## src/rtl/tmtw_pkg.sv

```systemverilog
// Shared types and constants for the text-mode terminal writer.
`timescale 1ns / 1ps
package tmtw_pkg;

	// Operation codes carried by each input transaction
	typedef enum logic [1:0] {
		OP_PUT   = 2'd0,
		OP_CLEAR = 2'd1,
		OP_SET   = 2'd2,
		OP_READ  = 2'd3
	} op_t;

	// Character codes with special meaning
	localparam logic [7:0] CHAR_NL    = 8'h0A;
	localparam logic [7:0] CHAR_CR    = 8'h0D;
	localparam logic [7:0] CHAR_TAB   = 8'h09;
	localparam logic [7:0] CHAR_SPACE = 8'h20;

	// Tab stops every four columns
	localparam int unsigned TAB_STEP = 4;

	// Cell value written by the power-on clearing pass
	localparam logic [15:0] RESET_CELL = 16'h0720;

	// Cursor storage: wide enough for 64 rows and 128 columns
	typedef logic [5:0] row_t;
	typedef logic [6:0] col_t;

	// Cursor update handed from the cursor unit to the sequencer
	typedef struct packed {
		row_t row;
		col_t col;
		logic wr_char;
		logic scroll;
	} cur_upd_t;

endpackage

```

## src/rtl/tmtw_cursor.sv

```systemverilog
// Next-cursor logic for put character, set cursor and clear operations.
`timescale 1ns / 1ps
module tmtw_cursor #(
	parameter int COLUMNS = 80,
	parameter int ROWS    = 25
) (
	input  logic [1:0]         operation,
	input  logic [7:0]         char_code,
	input  logic [4:0]         new_row,
	input  logic [6:0]         new_col,
	input  tmtw_pkg::row_t     row,
	input  tmtw_pkg::col_t     col,
	output tmtw_pkg::cur_upd_t upd
);
	import tmtw_pkg::*;

	logic [6:0] row_inc;
	logic [7:0] col_inc;
	logic [7:0] col_tab;
	logic [6:0] row_nx;
	col_t       col_nx;
	logic       printable;

	assign row_inc   = {1'b0, row} + 7'd1;
	assign col_inc   = {1'b0, col} + 8'd1;
	assign col_tab   = ({1'b0, col} + 8'(TAB_STEP)) & ~8'(TAB_STEP - 1);
	assign printable = !char_code[7] && (char_code >= CHAR_SPACE);

	// Advance the cursor for one character byte
	always_comb begin
		row_nx = {1'b0, row};
		col_nx = col;
		if (char_code == CHAR_NL) begin
			col_nx = '0;
			row_nx = row_inc;
		end else if (char_code == CHAR_CR) begin
			col_nx = '0;
		end else if (char_code == CHAR_TAB) begin
			if (32'(col_tab) >= 32'(COLUMNS)) begin
				col_nx = '0;
				row_nx = row_inc;
			end else begin
				col_nx = col_t'(col_tab);
			end
		end else if (printable) begin
			if (32'(col_inc) >= 32'(COLUMNS)) begin
				col_nx = '0;
				row_nx = row_inc;
			end else begin
				col_nx = col_t'(col_inc);
			end
		end
	end

	// Select the update for the operation
	always_comb begin
		upd = '{row: row, col: col, wr_char: 1'b0, scroll: 1'b0};
		case (op_t'(operation))
			OP_PUT: begin
				upd.wr_char = printable;
				if (32'(row_nx) >= 32'(ROWS)) begin
					upd.row    = row_t'(ROWS - 1);
					upd.col    = '0;
					upd.scroll = 1'b1;
				end else begin
					upd.row = row_t'(row_nx);
					upd.col = col_nx;
				end
			end
			OP_CLEAR: begin
				upd.row = '0;
				upd.col = '0;
			end
			OP_SET: begin
				upd.row = (32'(new_row) >= 32'(ROWS)) ? row_t'(ROWS - 1) : row_t'(new_row);
				upd.col = (32'(new_col) >= 32'(COLUMNS)) ? col_t'(COLUMNS - 1)
					: col_t'(new_col);
			end
			default: begin
				upd.row = row;
			end
		endcase
	end

endmodule

```

## config.mk

```make
export PLATFORM = sky130hd
export DESIGN_NAME = tmtw_cursor
export DESIGN_NICKNAME = d
export VERILOG_FILES = /design/src/rtl/tmtw_pkg.sv /design/src/rtl/tmtw_cursor.sv
export SDC_FILE = /design/constraint.sdc
export NUM_CORES = 1
export LEC_CHECK = 0
export BUFFER_PORTS_ARGS = -buffer_cell sky130_fd_sc_hd__buf_2
export CAP_MARGIN = 20
export CORE_ASPECT_RATIO = 1.75
export CORE_MARGIN = 2
export CORE_UTILIZATION = 52
export DETAILED_ROUTE_END_ITERATION = 10
export PLACE_DENSITY = 0.86
export SLEW_MARGIN = 20
export SYNTH_ARGS = -nofsm -noshare
export SYNTH_HDL_FRONTEND = slang
export SYNTH_SLANG_ARGS = --single-unit
```

## constraint.sdc

```tcl
create_clock -name vclk -period 2.8
set_clock_uncertainty 0.05 [all_clocks]
set_input_delay 0.14 -clock vclk [all_inputs]
set_output_delay 0.14 -clock vclk [all_outputs]
set_load 0.01 [all_outputs]
```

==> metrics.log <==
[metrics] Synth Area in Compound Gates: between 50% and 60%
[metrics] leading area contributor after synthesis: sky130_fd_sc_hd__o41ai_2
[metrics] top-area cell type share of the netlist area: under 10%
[metrics] type of origin of the critical path: input port
[metrics] vias per cell: 6.63
[metrics] die extent in y: just under 70 um
[metrics] Register Area: 0 sq um
[metrics] Layout Nets: roughly 270
[metrics] number of failing setup endpoints in the final timing report: 0
[metrics] total number of yosys warnings: 0
[metrics] starting density of the core: 53.3%
[metrics] adder and majority cell fraction of the synthesized area: 4.18%
[metrics] type of the worst setup path: input port to output port
[metrics] simple-gate portion of the synthesized area: between 30% and 40%
[metrics] crit path capture type: output port
[metrics] initial DRC count: 70
[metrics] vias in the first global route: 1441
[metrics] largest driver fanout on the critical path: 10
[metrics] Post-Route Hold Slack: ~600 ps
[metrics] Final Cycle Share: 96.1%
[metrics] count of mapped cells out of synthesis: between 150 and 200
[metrics] transition time of the tightest slew-check pin: approximately 400 ps
[metrics] RePlAce Congestion: approximately 1
[metrics] Max Fclk: roughly 370 MHz
[metrics] fraction of final layout cells sized beyond drive strength 1: between 40% and 50%
[metrics] pins over their slew limit: 0
[metrics] placed cell count: 248
[metrics] Final Hold Fails: 0
[metrics] largest cells by area after synthesis: sky130_fd_sc_hd__o41ai_2, sky130_fd_sc_hd__nand2_1, sky130_fd_sc_hd__a21oi_1
[metrics] number of clock-tree buffers in the layout: 0
[metrics] portion of netlist area occupied by mux cells: under 10%
[metrics] dominant combinational cell family by area after synthesis: compound AO/OA/AOI/OAI gates
[metrics] final cell count without fillers: between 200 and 250
[metrics] kind of cell with the highest combined delay on the critical path: compound AO/OA/AOI/OAI gates
[metrics] Residual DRC: 0
[metrics] most frequently used cell type in the post-synthesis netlist: sky130_fd_sc_hd__nand2_1
[metrics] average footprint of a synthesized cell: slightly below 7 sq um
[metrics] number of buffers and inverters on the critical path: 3
[metrics] total power divided by cell area: 162 nW/um^2
[metrics] floorplan core area: roughly 2200 sq um
[metrics] status: complete, no violations
[metrics] total congestion overflow after global routing: 0
[metrics] Routed Antenna Nets: 0
[metrics] number of rows created at floorplan: 23
[metrics] total of buffers placed on input and output ports: 50
[metrics] area share of xor/xnor cells in the synthesized design: around 3.7%
[metrics] Die Width: between 40 and 50 um
[metrics] power after layout: between 200 and 300 uW
[metrics] via total after detailed routing: between 1500 and 2000
[metrics] maximum single-stage delay on the critical path: just over 500 ps
[metrics] Hold Crit Class: input port to output port
[metrics] Seq Cell Count: 0
[metrics] global-route wire length before repair: roughly 6000 um
[metrics] post-synthesis sequential area ratio: 0%
[metrics] post-synth net total: around 210
[metrics] largest net degree at the start of global routing: 22
[metrics] post-DR wirelength/cell: approximately 16 um
[metrics] number of distinct library cell variants in the gate-level netlist after synthesis: 60
[metrics] drt pass-1 iters: 6
[metrics] DPL Wire Length: roughly 3200 um
[metrics] most used standard cells in the synthesized netlist: sky130_fd_sc_hd__nand2_1, sky130_fd_sc_hd__a21oi_1, sky130_fd_sc_hd__o21ai_0
[metrics] antenna violations before repair: 0
[metrics] detailed-route wire length: ~4100 um
[metrics] most used cell along the critical path: sky130_fd_sc_hd__buf_2
[metrics] ports placed on the boundary: 50
[metrics] summed instance area of the synthesized netlist: about 1200 sq um
[metrics] area of the die: between 2000 and 3000 sq um
[metrics] chain of cells forming the critical path: buf_2, ha_4, buf_6, o31ai_4, a31o_1, a211oi_2, o311a_1, mux2_4, or4_4, o22ai_2, buf_2
[metrics] max-cap violation count: 0
[metrics] min Tclk post-route: 2690 ps
[metrics] cell with the largest stage delay on the worst path: sky130_fd_sc_hd__or4_4
[metrics] CP Data Arrival Time: 2500 ps
[metrics] Leakage Power: 0.000691 uW
[metrics] worst slew margin relative to its limit: between 70% and 80%
[metrics] highest ir drop seen on vdd: approximately 0.00009 V
[metrics] count of inserted antenna diode cells: 0
[metrics] Overall Global Routing Usage: approximately 30%
[metrics] required arrival time at the worst endpoint: between 2000 and 3000 ps
[metrics] synth-to-layout area growth: 32.9%
==> report_power, final <==
part,internal [uW],switching (uW),total (uW)
registers,0,0,0
logic,115,142,257
clock network,0,0,0
==> cells in the final DEF (no fill, tap or decap), drive strengths merged, types with 2 or more instances in the layout <==
cell type	n
o21ba	2
mux2	3
o21ai	13
a221oi	2
or3	4
a21o	2
a211oi	6
nand2	29
nand2b	4
or4	2
buf	66
a21oi	10
o31a	2
a22o	3
a31o	2
o22ai	4
o41ai	7
xor2	2
inv	4
o21bai	2
nand4	6
nor2	7
and2	4
ha	4
o31ai	4
xnor2	3
o221ai	4
nand3	5
==> cell type report <==
| type | count | area (sq um) |
|---|---|---|
| fillers | 187 | 653 |
| well taps | 25 | 31.3 |
| repair buffers | 66 | 390 |
| inverters | 4 | 15.0 |
| multi-input cells | 154 | 1150 |
==> kinds of logic (layout without fill, tap and decap cells) <==
kind of cell / after synthesis / after routing
buf+inv: 18 / 70
simple gates: 69 / 69
compound gates: 72 / 72
xor+xnor: 5 / 5
mux: 4 / 4
fa+ha+maj: 4 / 4
==> worst paths after layout <==
kind / cells past startpoint / endpoint / from / slack, ps
setup / recovery: 11 / upd[2] / col[2] / 110
hold / removal: 3 / upd[14] / row[5] / 600
==> layer usage <==
layer | vias up | wire length, um | part of all wire (%) | GRT usage [%]
met4 | 0 | 256 | 6.3 | 16.7
li1 | 775 | - | - | -
met1 | 774 | 1420 | 35 | 30.0
met2 | 73 | 2170 | 53 | 54.6
met5 | - | 0 | 0 | 0
met3 | 30 | 214 | 5.3 | 1.97
==> timing repair <==
item                                    CTS  global route
endpoints found under the setup margin    0             9
gates resized for setup                   0            10
hold buffers                              0             0
buffers inserted                          0             1
==> per-stage QoR <==
step | TNS, ps | util, % | cell area, sq um | setup slack, ps
floorplan | 0 | - | 1200 | 384
global placement | 0 | 68.1 | 1530 | 100
detailed placement | 0 | 68.1 | 1530 | 53.6
CTS | 0 | 68.1 | 1530 | 53.6
global route | -24.9 | 70.9 | 1590 | -24.9
finish | 0 | 70.9 | 1590 | 109
(Power assumes the default switching activity.)
